**config.mk**
```make
export PLATFORM = sky130hd
export DESIGN_NAME = ipv4_header_checker_core
export DESIGN_NICKNAME = d
export VERILOG_FILES = /design/src/hdl/ihc_pkg.sv /design/src/hdl/ihc_fifo.sv /design/src/hdl/ihc_front.sv /design/src/hdl/ihc_back.sv /design/src/hdl/ipv4_header_checker_core.sv
export SDC_FILE = /design/constraint.sdc
export NUM_CORES = 1
export LEC_CHECK = 0
export BUFFER_PORTS_ARGS = -buffer_cell sky130_fd_sc_hd__buf_2
export CORE_ASPECT_RATIO = 1.2
export CORE_MARGIN = 4
export CORE_UTILIZATION = 45
export CTS_CLUSTER_SIZE = 28
export DETAILED_ROUTE_END_ITERATION = 10
export PLACE_DENSITY_LB_ADDON = 0.3
export SETUP_SLACK_MARGIN = 0.05
export SYNTH_ARGS = -nofsm -noshare
export SYNTH_HDL_FRONTEND = slang
export SYNTH_SLANG_ARGS = --single-unit
```
**constraint.sdc**
```tcl
create_clock -name clk -period 11.8 [get_ports clk]
set_input_delay 1.18 -clock clk [delete_from_list [all_inputs] [get_ports clk]]
set_output_delay 1.18 -clock clk [all_outputs]
set_load 0.005 [all_outputs]
```
**src/hdl/ihc_pkg.sv**
```systemverilog
package ihc_pkg;

  localparam int WORD_W    = 32;
  localparam int HALF_W    = 16;
  localparam int LEN_W     = 16;
  localparam int IHL_W     = 4;
  localparam int PROTO_W   = 8;
  localparam int CFG_IDX_W = 2;

  localparam logic [3:0]         IP_VERSION4   = 4'd4;
  localparam logic [LEN_W-1:0]   MIN_HDR_BYTES = 16'd20;
  localparam logic [HALF_W-1:0]  CSUM_GOOD     = 16'hffff;
  localparam logic [WORD_W-1:0]  BCAST_ALL     = 32'hffff_ffff;
  localparam int                 MF_BIT_POS    = 13;

  localparam logic [PROTO_W-1:0] PROTO_ICMP = 8'd1;
  localparam logic [PROTO_W-1:0] PROTO_TCP  = 8'd6;
  localparam logic [PROTO_W-1:0] PROTO_UDP  = 8'd17;

  localparam logic [CFG_IDX_W-1:0] CFG_LOCAL_ADDR = 2'd0;
  localparam logic [CFG_IDX_W-1:0] CFG_NET_MASK   = 2'd1;

  typedef enum logic [2:0] {
    ST_OK         = 3'd0,
    ST_NOT_V4     = 3'd1,
    ST_BAD_HLEN   = 3'd2,
    ST_BAD_TLEN   = 3'd3,
    ST_FRAGMENT   = 3'd4,
    ST_BAD_CSUM   = 3'd5,
    ST_WRONG_DEST = 3'd6
  } status_t;

  typedef enum logic [1:0] {
    PC_ICMP  = 2'd0,
    PC_UDP   = 2'd1,
    PC_TCP   = 2'd2,
    PC_OTHER = 2'd3
  } proto_class_t;

  typedef enum logic [1:0] {
    DK_OWN    = 2'd0,
    DK_BCAST  = 2'd1,
    DK_SUBNET = 2'd2,
    DK_NONE   = 2'd3
  } dest_kind_t;

  // verdict request from the front end; status ST_OK means all checks up to
  // and including the checksum passed
  typedef struct packed {
    status_t              status;
    logic [PROTO_W-1:0]   protocol;
    logic [LEN_W-1:0]     total_len;
    logic [IHL_W-1:0]     hdr_words;
    logic [WORD_W-1:0]    src_addr;
    logic [WORD_W-1:0]    dst_addr;
  } req_t;

  typedef struct packed {
    status_t              status;
    proto_class_t         proto_class;
    logic [PROTO_W-1:0]   protocol;
    logic [LEN_W-1:0]     payload_len;
    dest_kind_t           dest_kind;
    logic [WORD_W-1:0]    source_addr;
    logic [WORD_W-1:0]    dest_addr;
  } res_t;

  // ones-complement add of both halves of a word into the running sum
  function automatic logic [HALF_W-1:0] csum_add_word(input logic [HALF_W-1:0] acc,
                                                      input logic [WORD_W-1:0] w);
    logic [HALF_W+1:0] s;
    logic [HALF_W:0]   t;
    s = (HALF_W+2)'(acc) + (HALF_W+2)'(w[WORD_W-1:HALF_W]) + (HALF_W+2)'(w[HALF_W-1:0]);
    t = (HALF_W+1)'(s[HALF_W-1:0]) + (HALF_W+1)'(s[HALF_W+1:HALF_W]);
    return t[HALF_W-1:0] + HALF_W'(t[HALF_W]);
  endfunction

endpackage

```
**src/hdl/ihc_fifo.sv**
```systemverilog
module ihc_fifo #(
  parameter int WIDTH = 8,
  parameter int DEPTH = 2
) (
  input  logic             clk,
  input  logic             rst_n,
  input  logic             wr_en,
  input  logic [WIDTH-1:0] wr_data,
  output logic             full,
  input  logic             rd_en,
  output logic [WIDTH-1:0] rd_data,
  output logic             empty
);

  localparam int PTR_W = (DEPTH > 1) ? $clog2(DEPTH) : 1;
  localparam int CNT_W = $clog2(DEPTH + 1);

  logic [WIDTH-1:0] mem_r [DEPTH];
  logic [PTR_W-1:0] wr_ptr_r, wr_ptr_nxt;
  logic [PTR_W-1:0] rd_ptr_r, rd_ptr_nxt;
  logic [CNT_W-1:0] count_r, count_nxt;
  logic             do_wr, do_rd;

  assign full    = (count_r == CNT_W'(DEPTH));
  assign empty   = (count_r == '0);
  assign do_wr   = wr_en && !full;
  assign do_rd   = rd_en && !empty;
  assign rd_data = mem_r[rd_ptr_r];

  always_comb begin
    wr_ptr_nxt = wr_ptr_r;
    rd_ptr_nxt = rd_ptr_r;
    count_nxt  = count_r;
    if (do_wr) begin
      wr_ptr_nxt = (wr_ptr_r == PTR_W'(DEPTH - 1)) ? '0 : wr_ptr_r + PTR_W'(1);
    end
    if (do_rd) begin
      rd_ptr_nxt = (rd_ptr_r == PTR_W'(DEPTH - 1)) ? '0 : rd_ptr_r + PTR_W'(1);
    end
    if (do_wr && !do_rd) begin
      count_nxt = count_r + CNT_W'(1);
    end else if (do_rd && !do_wr) begin
      count_nxt = count_r - CNT_W'(1);
    end
  end

  always_ff @(posedge clk) begin
    if (!rst_n) begin
      wr_ptr_r <= '0;
      rd_ptr_r <= '0;
      count_r  <= '0;
    end else begin
      wr_ptr_r <= wr_ptr_nxt;
      rd_ptr_r <= rd_ptr_nxt;
      count_r  <= count_nxt;
    end
  end

  always_ff @(posedge clk) begin
    if (do_wr) begin
      mem_r[wr_ptr_r] <= wr_data;
    end
  end

endmodule

```
**src/hdl/ihc_front.sv**
```systemverilog
module ihc_front (
  input  logic                 clk,
  input  logic                 rst_n,
  input  logic                 word_valid,
  input  logic [31:0]          header_word,
  input  logic                 first_word,
  input  logic [15:0]          frame_len,
  output logic                 req_valid,
  output ihc_pkg::req_t        req
);

  logic                         open_r, open_nxt;
  logic [ihc_pkg::IHL_W-1:0]    word_idx_r, word_idx_nxt;
  logic [ihc_pkg::IHL_W-1:0]    hdr_words_r, hdr_words_nxt;
  logic [ihc_pkg::LEN_W-1:0]    total_len_r, total_len_nxt;
  logic [ihc_pkg::HALF_W-1:0]   sum_r, sum_nxt;
  logic [ihc_pkg::PROTO_W-1:0]  proto_r, proto_nxt;
  logic [ihc_pkg::WORD_W-1:0]   src_r, src_nxt;
  logic [ihc_pkg::WORD_W-1:0]   dst_r, dst_nxt;

  logic [3:0]                   ver;
  logic [ihc_pkg::IHL_W-1:0]    ihl;
  logic [ihc_pkg::LEN_W-1:0]    hlen;
  logic [ihc_pkg::LEN_W-1:0]    tlen;
  logic [ihc_pkg::HALF_W-1:0]   sum_word;
  logic                         last_word;

  assign ver       = header_word[31:28];
  assign ihl       = header_word[27:24];
  assign hlen      = {10'd0, ihl, 2'b00};
  assign tlen      = header_word[15:0];
  assign sum_word  = ihc_pkg::csum_add_word(first_word ? '0 : sum_r, header_word);
  assign last_word = ({1'b0, word_idx_r} + 5'd1) >= {1'b0, hdr_words_r};

  always_comb begin
    open_nxt      = open_r;
    word_idx_nxt  = word_idx_r;
    hdr_words_nxt = hdr_words_r;
    total_len_nxt = total_len_r;
    sum_nxt       = sum_r;
    proto_nxt     = proto_r;
    src_nxt       = src_r;
    dst_nxt       = dst_r;
    req_valid     = 1'b0;
    req           = '0;
    req.status    = ihc_pkg::ST_OK;

    if (word_valid && first_word) begin
      // a first word always restarts, abandoning any open packet
      hdr_words_nxt = ihl;
      total_len_nxt = tlen;
      sum_nxt       = sum_word;
      word_idx_nxt  = 4'd1;
      open_nxt      = 1'b0;
      if (ver != ihc_pkg::IP_VERSION4) begin
        req_valid  = 1'b1;
        req.status = ihc_pkg::ST_NOT_V4;
      end else if (hlen < ihc_pkg::MIN_HDR_BYTES || hlen > frame_len) begin
        req_valid  = 1'b1;
        req.status = ihc_pkg::ST_BAD_HLEN;
      end else if (tlen > frame_len || tlen < hlen) begin
        req_valid  = 1'b1;
        req.status = ihc_pkg::ST_BAD_TLEN;
      end else begin
        open_nxt = 1'b1;
      end
    end else if (word_valid && open_r) begin
      sum_nxt      = sum_word;
      word_idx_nxt = word_idx_r + 4'd1;
      case (word_idx_r)
        4'd2:    proto_nxt = header_word[23:16];
        4'd3:    src_nxt   = header_word;
        4'd4:    dst_nxt   = header_word;
        default: ;
      endcase
      if (word_idx_r == 4'd1 && header_word[ihc_pkg::MF_BIT_POS]) begin
        req_valid  = 1'b1;
        req.status = ihc_pkg::ST_FRAGMENT;
        open_nxt   = 1'b0;
      end else if (last_word) begin
        req_valid     = 1'b1;
        open_nxt      = 1'b0;
        req.status    = (sum_word == ihc_pkg::CSUM_GOOD) ? ihc_pkg::ST_OK
                                                         : ihc_pkg::ST_BAD_CSUM;
        req.protocol  = proto_nxt;
        req.total_len = total_len_r;
        req.hdr_words = hdr_words_r;
        req.src_addr  = src_nxt;
        req.dst_addr  = dst_nxt;
      end
    end
  end

  always_ff @(posedge clk) begin
    if (!rst_n) begin
      open_r     <= 1'b0;
      word_idx_r <= '0;
    end else begin
      open_r     <= open_nxt;
      word_idx_r <= word_idx_nxt;
    end
  end

  always_ff @(posedge clk) begin
    hdr_words_r <= hdr_words_nxt;
    total_len_r <= total_len_nxt;
    sum_r       <= sum_nxt;
    proto_r     <= proto_nxt;
    src_r       <= src_nxt;
    dst_r       <= dst_nxt;
  end

endmodule

```
**src/hdl/ihc_back.sv**
```systemverilog
module ihc_back (
  input  logic                 req_empty,
  input  ihc_pkg::req_t        req,
  output logic                 req_pop,
  input  logic                 res_full,
  output logic                 res_push,
  output ihc_pkg::res_t        res,
  input  logic [31:0]          local_addr,
  input  logic [31:0]          net_mask
);

  logic [31:0]          subnet_bc;
  ihc_pkg::dest_kind_t  kind;
  ihc_pkg::proto_class_t cls;

  assign subnet_bc = local_addr | ~net_mask;
  assign req_pop   = !req_empty && !res_full;
  assign res_push  = req_pop;

  always_comb begin
    if (req.dst_addr == local_addr) begin
      kind = ihc_pkg::DK_OWN;
    end else if (req.dst_addr == ihc_pkg::BCAST_ALL) begin
      kind = ihc_pkg::DK_BCAST;
    end else if (req.dst_addr == subnet_bc) begin
      kind = ihc_pkg::DK_SUBNET;
    end else begin
      kind = ihc_pkg::DK_NONE;
    end
  end

  always_comb begin
    unique case (req.protocol)
      ihc_pkg::PROTO_ICMP: cls = ihc_pkg::PC_ICMP;
      ihc_pkg::PROTO_UDP:  cls = ihc_pkg::PC_UDP;
      ihc_pkg::PROTO_TCP:  cls = ihc_pkg::PC_TCP;
      default:             cls = ihc_pkg::PC_OTHER;
    endcase
  end

  always_comb begin
    res = '0;
    if (req.status != ihc_pkg::ST_OK) begin
      res.status = req.status;
    end else begin
      res.status      = (kind == ihc_pkg::DK_NONE) ? ihc_pkg::ST_WRONG_DEST : ihc_pkg::ST_OK;
      res.proto_class = cls;
      res.protocol    = req.protocol;
      res.payload_len = req.total_len - {10'd0, req.hdr_words, 2'b00};
      res.dest_kind   = kind;
      res.source_addr = req.src_addr;
      res.dest_addr   = req.dst_addr;
    end
  end

endmodule

```
**src/hdl/ipv4_header_checker_core.sv**
```systemverilog
// IPv4 header checker. Header words enter one per cycle on the push/full side; the
// first word of each packet is flagged and carries the frame length. Every word is
// folded into a ones-complement checksum as it arrives, so a word is taken in every
// cycle as long as full is low. Each packet yields one verdict, produced by the front
// end on the word that settles it (first word, second word for a fragment, or the last
// header word), then shown on the result side. Verdicts pass in order through a
// request queue and a result queue, each QUEUE_DEPTH entries deep; full rises only
// while the request queue is full, which happens when results are not popped.
// Destination checks use local_addr and net_mask as written through the cfg port;
// write them only while no packet is in flight.
module ipv4_header_checker_core #(
  parameter int QUEUE_DEPTH = 2
) (
  input  logic        clk,
  input  logic        rst_n,

  input  logic        in_push,
  output logic        in_full,
  input  logic [31:0] in_header_word,
  input  logic        in_first_word,
  input  logic [15:0] in_frame_len,

  output logic        out_empty,
  input  logic        out_pop,
  output logic [2:0]  out_status,
  output logic [1:0]  out_proto_class,
  output logic [7:0]  out_protocol,
  output logic [15:0] out_payload_len,
  output logic [1:0]  out_dest_kind,
  output logic [31:0] out_source_addr,
  output logic [31:0] out_dest_addr,

  input  logic        cfg_valid,
  output logic        cfg_ready,
  input  logic [1:0]  cfg_index,
  input  logic [31:0] cfg_data
);

  logic [31:0]   local_addr_r;
  logic [31:0]   net_mask_r;

  logic          word_valid;
  logic          req_wr;
  ihc_pkg::req_t req_in, req_out;
  logic          req_full, req_empty, req_pop;
  logic          res_full, res_push;
  ihc_pkg::res_t res_in, res_out;

  assign cfg_ready  = 1'b1;
  assign word_valid = in_push && !req_full;
  assign in_full    = req_full;

  always_ff @(posedge clk) begin
    if (!rst_n) begin
      local_addr_r <= '0;
      net_mask_r   <= '0;
    end else if (cfg_valid && cfg_ready) begin
      case (cfg_index)
        ihc_pkg::CFG_LOCAL_ADDR: local_addr_r <= cfg_data;
        ihc_pkg::CFG_NET_MASK:   net_mask_r   <= cfg_data;
        default: ;
      endcase
    end
  end

  ihc_front u_front (
    .clk         (clk),
    .rst_n       (rst_n),
    .word_valid  (word_valid),
    .header_word (in_header_word),
    .first_word  (in_first_word),
    .frame_len   (in_frame_len),
    .req_valid   (req_wr),
    .req         (req_in)
  );

  ihc_fifo #(
    .WIDTH ($bits(ihc_pkg::req_t)),
    .DEPTH (QUEUE_DEPTH)
  ) u_req_q (
    .clk     (clk),
    .rst_n   (rst_n),
    .wr_en   (req_wr),
    .wr_data (req_in),
    .full    (req_full),
    .rd_en   (req_pop),
    .rd_data (req_out),
    .empty   (req_empty)
  );

  ihc_back u_back (
    .req_empty  (req_empty),
    .req        (req_out),
    .req_pop    (req_pop),
    .res_full   (res_full),
    .res_push   (res_push),
    .res        (res_in),
    .local_addr (local_addr_r),
    .net_mask   (net_mask_r)
  );

  ihc_fifo #(
    .WIDTH ($bits(ihc_pkg::res_t)),
    .DEPTH (QUEUE_DEPTH)
  ) u_res_q (
    .clk     (clk),
    .rst_n   (rst_n),
    .wr_en   (res_push),
    .wr_data (res_in),
    .full    (res_full),
    .rd_en   (out_pop),
    .rd_data (res_out),
    .empty   (out_empty)
  );

  assign out_status      = res_out.status;
  assign out_proto_class = res_out.proto_class;
  assign out_protocol    = res_out.protocol;
  assign out_payload_len = res_out.payload_len;
  assign out_dest_kind   = res_out.dest_kind;
  assign out_source_addr = res_out.source_addr;
  assign out_dest_addr   = res_out.dest_addr;

endmodule

```
== Yosys cells after proc, flatten, opt, wreduce, memory -nomap -nowiden ==
Memory sizes are Yosys's and may differ from the RTL's. A register that Yosys moved wholly into a read port is not among the register bits.
Cells that the tools add are included.

* Register bits: 185
* Memory bits (writable): 380
* Input port bits: 88
* Output and inout bits: 98
* Memories kept: 2

{| class="wikitable"
|+ Memories
! memory !! words !! width !! read ports !! clocked after Yosys merged registers in !! write ports !! RTL line !! source
|-
| u_req_q.mem_r || 2 || 95 || 1 || 1 || 1 || ihc_fifo.sv:18 || <nowiki>logic [WIDTH-1:0] mem_r [DEPTH];</nowiki>
|-
| u_res_q.mem_r || 2 || 95 || 1 || 1 || 1 || ihc_fifo.sv:18 ||
|}

* Add/sub/neg operators: 15
* $lt $le $gt $ge: 5
* Eq/ne operators: 16
* Mux-type cells: 55
* Bitwise logic cells: 4
* Reduce and logical (&&, ||, !) cells: 36

{| class="wikitable"
|+ Operators with widths
! cell !! number
|-
| 2-to-1 mux 92 bit || 3
|-
| 2-to-1 mux 95 bit || 2
|-
| equality test 32 bit || 2
|-
| 2-to-1 mux 32 bit || 2
|-
| 2-to-1 mux 16 bit || 3
|-
| equality test 32 bit (second input constant) || 1
|-
| NOT 32 bit || 1
|-
| OR 32 bit || 1
|-
| 2-to-1 mux 1 bit || 29
|-
| 2-to-1 mux 3 bit || 7
|-
| adder 18 x 16 -> 18 bit || 1
|-
| adder 16 x 16 -> 17 bit || 1
|-
| adder 16 x 2 -> 17 bit || 1
|-
| adder 16 x 1 -> 16 bit || 1
|-
| equality test 16 bit (second input constant) || 1
|-
| greater-than comparator 16 bit || 1
|-
| greater-than comparator 6 x 16 -> 1 bit || 1
|-
| less-than comparator 16 x 6 -> 1 bit || 1
|-
| subtractor 16 x 6 -> 16 bit || 1
|-
| 2-to-1 mux 2 bit || 7
|-
| logical AND 1 bit || 13
|-
| equality test 4 x 2 -> 1 bit (second input constant) || 2
|-
| equality test 8 x 1 -> 1 bit (second input constant) || 1
|-
| equality test 8 x 3 -> 1 bit (second input constant) || 1
|-
| 23 further kinds || 47
|}

== Logic depth before layout (Yosys ltp) ==
Gate-level depths: netlist of the first run.

* Depth in word-level cells: 11
* Depth in mapped cells: 45

== Modules after synthesis ==
Synthesis of the first run repeated with hierarchy kept, for this count alone.

* Cells, all modules: 1,891
* Area total of the unflattened synthesis: 27,062.2 um^2

{| class="wikitable"
|+ By module, submodules not included
! module !! instances !! cells each !! area each (um^2) !! sequential area each (um^2)
|-
| ihc_fifo || 2 || 321 || 7,289.5 || 5,805.6
|-
| ihc_front || 1 || 713 || 8,056.5 || 3,343.2
|-
| ipv4_header_checker_core || 1 || 248 || 2,496.1 || 1,281.2
|-
| ihc_back || 1 || 288 || 1,930.6 || 0.0
|}

== Worst setup path before layout of the first run ==
No wires, ideal clock.

* Path kind: input to register
* Start: in in_first_word
* End: mem u_req_q.mem_r[0][92] in the netlist's numbering, data pin
* Library setup time: 273 ps
* Data arrival time: 8,002 ps
* Slack: 3,525 ps
* Stages on the path: 43
* Buffers on the path: 2
* Cell sequence: buf_4 clkbuf_1 nor2b_1 ha_1 inv_1 fa_1 nor2b_1 o21ai_0 a21boi_1 o21ai_0 a21boi_1 o21ai_0 a21boi_1 o21ai_0 a21boi_0 a21oi_1 ha_1 a21oi_1 [... 7 more ...] fa_1 and2_1 nand3_2 nor2_1 and4_1 nand2_1 nor2_1 ha_1 and3_1 maj3_1 nand2_1 xnor2_1 nand2_1 nor2_1 and4_1 o2111a_1 nor4b_4 o22ai_1

{| class="wikitable"
|+ RTL lines
! what !! RTL line !! source
|-
| start: declaration || ipv4_header_checker_core.sv:20 || <nowiki>input logic in_first_word,</nowiki>
|-
| end: declaration || ihc_fifo.sv:18 ||
|}

==> out/results.tsv, run 1 <==
stage	metric	value	unit
status	status	finished, final reports clean	
synth	synth-seq-cells	567	
synth	async_flop_share	0	%
critical_path	slowest_delay	510	ps
global_routing	grt_pass1_vias	16525	
synth	synth-edff-count	488	
worst_hold_path	min_delay_path_depth	2	
power_and_ir_drop	p_leak	10.79	nW
critical_path	rr_worst_depth	41	
synth	synth_top_area_cell	edfxtp_1	
synth	syn_nets	2189	
critical_path	required	12120	ps
critical_path	cp_max_fo	19	
timing	rsz0062_at_grt	no	
clocking	tritoncts	done	
critical_path	cp.arrival	9140	ps
global_routing	grt_usage	20.87	%
floorplanning	rows	96	
critical_path	critical_path_class	in2reg	
critical_path	critical-path-slowest-cell	a2111oi_0	
timing	slew_violations	0	
floorplanning	die-area	62420	µm²
route	drt-total-wl	66770	µm
floorplanning	start_util	45.74	%
floorplanning	chipHeight	272.9	µm
synth	netlist_instances	2024	
synth	synthDominantCellAreaShare	55.69	%
timing	skew	23.04	ps
route	viasPerCell	5.549	
synth	synth_cell_type_count	83	
timing	fin_crit	8820	ps
worst_hold_path	hold_path_end	local_addr_r[3]	
route	vias	16581	
critical_path	endpoint_kind	flip-flop	
route	drt_iter0_markers	1352	
synth	synth_ff_type	edfxtp_1	
timing	slew_headroom	26.40	%
place	io_buffer_count	184	
critical_path	timing.rr.end	u_req_q.mem_r[0][92]	
layout	nets	2374	
timing	tightest_slew	1104	ps
critical_path	r2r-start	u_front.sum_r[0]	
timing	hold_ws	481.3	ps
timing	timing.final.crit_share	74.74	%
timing	timing.setup.tns	0	ps
place	dpl.hpwl	45780	µm
route	drtPass1Iterations	5	
critical_path	start_kind	primary input	
timing	fmax	0.1134	GHz
place	pre_cts_ws	2421	ps
clocking	cts_buffers	55	
layout	syn_to_final_growth	13.76	%
timing	setup_slack	2980	ps
synth	synthesis.area	26310	µm²
place	gp_congestion	0.8921	
global_routing	grt_first_pass_wirelength	99930	µm
power_and_ir_drop	ir_drop	0.1352	mV
worst_hold_path	worstHoldStart	local_addr_r[3]	
global_routing	grt_start_max_net_pins	78	
timing	finalHoldViolations	0	
synth	syn-mean-instance-area	13.00	µm²
timing	setup_violations	0	
layout	drive_gt1_share	22.34	%
clocking	insertion_delay	600	ps
floorplanning	coreArea	57540	µm²
job	maxCapViolCount	0	
synth	synthTopCellsByArea	edfxtp_1 (56%), mux2_2 (7.1%), dfxtp_1 (6.0%)	
floorplanning	num_io_pins	186	
synth	yosysSeqAreaShare	61.70	%
clocking	cts.reportedPaths.clkPinSlew	60	ps
route	wl_per_cell	22.35	µm
floorplanning	die_w	228.7	µm
clocking	post_cts_resized	0	
power_and_ir_drop	power.density	221.7	nW/µm²
clocking	postCtsSetupBuffers	0	
route	ant_nets	0	
clocking	root_buffer	clkbuf_16	
synth	synth_warnings	0	
clocking	holdBufCountCts	0	
layout	nFillCells	4886	
clocking	cts_sinks	567	
global_routing	grt-ovfl-total	0	
clocking	htree_levels	2	
route	drc	0	
worst_hold_path	worstHoldPathType	reg2reg	
clocking	clock_path_buffers	3	
global_routing	antenna_found_initial	2	
critical_path	regToRegSetupSlack	3530	ps
placed cells by master, fill, tap and decap left out, types with 11 or more instances in the layout:
master     instances
clkinv_2          11
nor4_1            25
mux2i_1           87
a21boi_0          70
nor2b_1           27
inv_1             85
a22oi_1           16
xor2_1            21
nand2_1          176
a21oi_1           40
nand4_1           22
xnor2_1           67
clkbuf_16         55
buf_2            184
mux2_2           166
buf_4             27
nand3_1           19
edfxtp_1         488
ha_1              73
o22ai_1           14
o21ai_0           37
and2_1            99
nor3_1            20
dfxtp_1           77
nor2_1           155
how the worst max path moves through the flow:
stage,endpoint,start,slack [ps],cells after the start
6_report,u_req_q.mem_r[0][92],in_first_word,2980,41
3_5_place_dp,u_req_q.mem_r[0][92],in_first_word,2420,41
5_1_grt,u_req_q.mem_r[0][92],in_first_word,2140,41
3_3_place_gp,u_req_q.mem_r[0][92],in_first_word,2680,43
2_1_floorplan,u_req_q.mem_r[0][92],in_first_word,3530,43
4_1_cts,u_req_q.mem_r[0][92],in_first_word,3020,41
through the flow:
stage	instance area, µm²	utilization [%]	std cells	power, mW
2_1_floorplan	26310	-	2024	4.162
3_3_place_gp	28080	48.80	2887	4.850
3_5_place_dp	28080	48.80	2887	4.883
4_1_cts	29930	52.02	2987	6.703
5_1_grt	29930	52.02	2987	6.986
6_report	29940	52.03	2988	6.635
state kept, by name (all words and copies together), names as in the netlist, named ones only:
name / flops
u_res_q.wr_ptr_r: 1
u_res_q.count_r: 2
u_req_q.wr_ptr_r: 1
u_front.total_len_r: 16
u_req_q.count_r: 2
u_front.sum_r: 16
u_front.open_r: 1
u_front.hdr_words_r: 4
u_front.word_idx_r: 4
u_req_q.rd_ptr_r: 1
u_front.src_r: 32
net_mask_r: 32
u_res_q.rd_ptr_r: 1
u_req_q.mem_r: 190
local_addr_r: 32
u_res_q.mem_r: 190
u_front.dst_r: 32
u_front.proto_r: 8
final cells by class:
class                           instances  area [µm²]  share of cell area [%]
Sequential cell                       567       16240                   54.26
Multi-Input combinational cell       1289        9470                   31.64
Clock buffer                           64        1410                   4.711
Timing Repair Buffer                  211        1124                   3.753
Tap cell                              735       919.6                   3.072
Clock inverter                         36       446.7                   1.492
Inverter                               85       319.1                   1.066
Antenna cell                            1       2.502                0.008359
where the power goes:
group	switching, mW	leakage [nW]	internal, mW
logic	1.23	4.68	0.855
registers	0.140	5.21	2.60
clock network	0.737	0.902	1.07
total	2.11	10.8	4.53
Yosys cell counts, types with 7 or more instances:
cell and number:
nand2_1 176, a21o_1 9, clkbuf_1 60, nor2b_1 28
and2_1 102, xor2_1 21, buf_1 12, edfxtp_1 488
a22oi_1 16, nand3_1 19, nand4_1 22, nor3_1 20
nor3b_1 7, o22ai_1 14, mux2i_1 87, dfxtp_1 79
o21a_1 10, and3_1 8, xnor2_1 67, a21oi_1 40
nor2_1 157, inv_1 85, ha_1 73, nor4_1 25
o21ai_0 37, a221oi_1 7, or2_2 7, nand2b_1 8
a21boi_0 70, mux2_2 166
per-layer routing:
layer / vias up / GRT usage [%] / part of all wire, %
met5: - / 0 / 0
met4: 0 / 8.204 / 4.2
met3: 124 / 3.086 / 5.5
met2: 500 / 34.80 / 48
met1: 8211 / 27.70 / 43
li1: 7746 / - / -
cell families (layout without fill, tap and decap cells):
group | Yosys count | in the layout | share of synthesized area (%)
and+or+nand+nor | 606 | 606 | 11.44
muxes | 253 | 253 | 10.41
xor gates and xnor gates | 92 | 92 | 3.200
adders and majority gates | 78 | 78 | 3.813
DFF | 567 | 567 | 61.70
other | 1 | 2 | 0.01425
AOI/OAI and AO/OA | 259 | 259 | 6.937
buffers and inverters | 168 | 396 | 2.487
worst max-delay path, delay by kind of cell:
family,cells,cell delay (ps)
adder cells (fa/ha/maj),6,1450
AND/OR/NAND/NOR,14,2530
buffers and inverters,2,410
AO/OA/AOI/OAI,16,2990
XOR/XNOR,3,550
Note: power is estimated with default switching activity, not from simulation.
==> run 2, diff against run 1 <==
==> constraint.sdc (replaced) <==
create_clock -name clk -period 9.1 [get_ports clk]
set_input_delay 0.91 -clock clk [delete_from_list [all_inputs] [get_ports clk]]
set_output_delay 0.91 -clock clk [all_outputs]
set_load 0.005 [all_outputs]
==> run 2 against run 1 <==
  * Die area stayed put
  * Power is 28% higher
  * Clock power is 20% higher
  * Final area is 0.37% lower
  * Register-to-register slack worse by 2600 ps
  * First-iteration DRC count is 6.2% lower
  * Sequential cell count stayed put
  * Sequential power is 30% higher
  * Worst setup slack worse by 2200 ps
  * Clock-buffer cell count is 1 higher
  * Critical endpoint is now u_req_q.mem_r[1][94]
  * Highest routed layer unchanged
==> out/results.tsv, run 2 (synthesized netlist as in run 1, its figures left out) <==
stage	metric	value	unit	change
floorplanning	start_util	45.74	%	unchanged
layout	top_regs	u_req_q.mem_r: 190 flops, u_res_q.mem_r: 190 flops		
critical_path	rr_worst_depth	42		+2.4%
layout	fin_area	29820	µm²	-0.37%
place	dp_cells	2888		+0.035%
layout	layout_common_cells	edfxtp_1 (488), buf_2 (183), nand2_1 (176)		
route	drc	0		unchanged
global_routing	grt_usage	20.98	%	+0.11 points
place	io_buffer_count	184		unchanged
clocking	cts_sinks	567		unchanged
timing	fin_crit	8308	ps	
critical_path	slowest_delay	340	ps	-170 ps
clocking	htree_levels	2		unchanged
global_routing	grt_start_max_net_pins	79		+1.3%
critical_path	r2r-start	u_front.sum_r[1]		
layout	drive_gt1_share	22.25	%	-0.089 points
clocking	insertion_delay	600	ps	about the same
floorplanning	coreArea	57540	µm²	unchanged
critical_path	timing.rr.end	u_req_q.mem_r[1][94]		
layout	final_common_cell	edfxtp_1		
floorplanning	num_io_pins	186		unchanged
power_and_ir_drop	p_leak	10.72	nW	-0.59%
clocking	tritoncts	done		
layout	utilization	51.84	%	-0.19 points
layout	nFillCells	4887		+0.020%
timing	finalHoldViolations	0		unchanged
layout	multiInputGateArea	9500	µm²	+0.32%
layout	regArea	16240	µm²	unchanged
critical_path	crit_end	u_req_q.mem_r[1][94]		
clocking	holdBufCountCts	0		unchanged
floorplanning	chipHeight	272.9	µm	unchanged
clocking	cts.reportedPaths.clkPinSlew	60	ps	about the same
floorplanning	die_w	228.7	µm	unchanged
floorplanning	rows	96		unchanged
timing	skew	17.90	ps	-5.135 ps
clocking	cts_buffers	55		unchanged
global_routing	grt-ovfl-total	0		unchanged
critical_path	startpoint	in_first_word		
critical_path	critical_path_class	in2reg		
critical_path	cp_common_cell	ha_1		
timing	slew_violations	0		unchanged
power_and_ir_drop	power.density	283.9	nW/µm²	+28%
place	dpl.hpwl	45790	µm	about the same
route	drt_iter0_markers	1268		-6.2%
critical_path	required	9430	ps	-2690 ps
critical_path	cp.arrival	8630	ps	-510 ps
timing	hold_ws	479.7	ps	-1.605 ps
critical_path	critical-path-slowest-cell	ha_1		
critical_path	regToRegSetupSlack	900	ps	-2630 ps
timing	setup_violations	0		unchanged
layout	nets	2375		+0.042%
critical_path	endpoint_kind	flip-flop		
clocking	postCtsSetupBuffers	0		unchanged
route	wl_per_cell	22.43	µm	+0.36%
route	viasPerCell	5.551		about the same
critical_path	cp_max_fo	10		-9
floorplanning	die-area	62420	µm²	unchanged
global_routing	antenna_found_initial	2		unchanged
status	status	finished, final reports clean		
timing	timing.final.crit_share	91.30	%	
place	gp_congestion	0.9131		+2.4%
place	place_area	28080	µm²	about the same
layout	final_cells	2989		+0.033%
timing	tightest_slew	1095	ps	-8.619 ps
timing	fmax	0.1204	GHz	
timing	rsz0062_at_grt	no		
clocking	root_buffer	clkbuf_16		
route	ant_nets	0		unchanged
route	drt-total-wl	67040	µm	+0.39%
power_and_ir_drop	ir_drop	0.1491	mV	+10%
worst_hold_path	worstHoldPathType	reg2reg		
critical_path	start_kind	primary input		
clocking	clock_path_buffers	3		unchanged
global_routing	grt_first_pass_wirelength	100900	µm	+1.0%
job	maxCapViolCount	0		unchanged
layout	syn_to_final_growth	13.34	%	
timing	slew_headroom	26.97	%	+0.57 points
timing	timing.setup.tns	0	ps	unchanged
global_routing	grt_pass1_vias	16674		+0.90%
route	vias	16591		+0.060%
route	drtPass1Iterations	5		unchanged
==> run 2: cell types whose count changed in the layout (fill, tap and decap cells not counted), sizes merged <==
| cell | before | now |
|---|---|---|
| bufinv | 10 | 3 |
| clkbuf | 64 | 66 |
| clkinv | 20 | 23 |
| diode | 1 | 2 |
| inv | 87 | 89 |
==> run 2: per-stage QoR <==
| stage | setup slack [ps] | power, mW |
|---|---|---|
| floorplan | 1095 | 5.397 |
| global placement | 343.2 | 6.296 |
| detailed placement | 68.00 | 6.342 |
| CTS | 641.3 | 8.529 |
| global route | 122.9 | 8.922 |
| finish | 791.6 | 8.466 |
==> run 2: area by class of cell <==
class | instances | area share [%]
Sequential cell | 567 | 54.46
Antenna cell | 2 | 0.01678
Clock buffer | 65 | 4.812
Tap cell | 735 | 3.083
Multi-Input combinational cell | 1289 | 31.85
Inverter | 85 | 1.070
Timing Repair Buffer | 212 | 3.801
Clock inverter | 34 | 0.9020
==> run 2: worst min-delay path by stage <==
stage / slack, ps / cells after the start / to / from
after floorplan: 460 / 2 / local_addr_r[10] / local_addr_r[10]
after global placement: 470 / 2 / local_addr_r[2] / local_addr_r[2]
after detailed placement: 470 / 2 / local_addr_r[27] / local_addr_r[27]
final: 480 / 2 / local_addr_r[29] / local_addr_r[29]
after global routing: 500 / 2 / local_addr_r[8] / local_addr_r[8]
after CTS: 480 / 2 / local_addr_r[27] / local_addr_r[27]
==> run 2: worst max-delay path: cells and delay by family <==
kind            cells  cell delay [ps]
compound gates     16             2720
buf+inv             2              260
xor+xnor            3              510
simple gates       16             2760
fa+ha+maj           6             1460
==> run 2: power by group <==
group          total [mW]  switching (mW)  internal (mW)
Sequential           3.55           0.180           3.37
Combinational        2.74            1.62           1.12
Clock                2.18           0.966           1.21
==> run 2: timing repair <==
item | CTS | global route
resized for setup | 0 | 7
hold endpoints to repair | 0 | 0
setup endpoints to repair | 0 | 4
==> run 2: layer usage <==
metal  global-route usage, %  part of all wire, %
met1                   27.78                   43
met5                       0                    0
met3                   3.169                  5.2
met2                   35.61                   49
met4                   6.995                  3.2
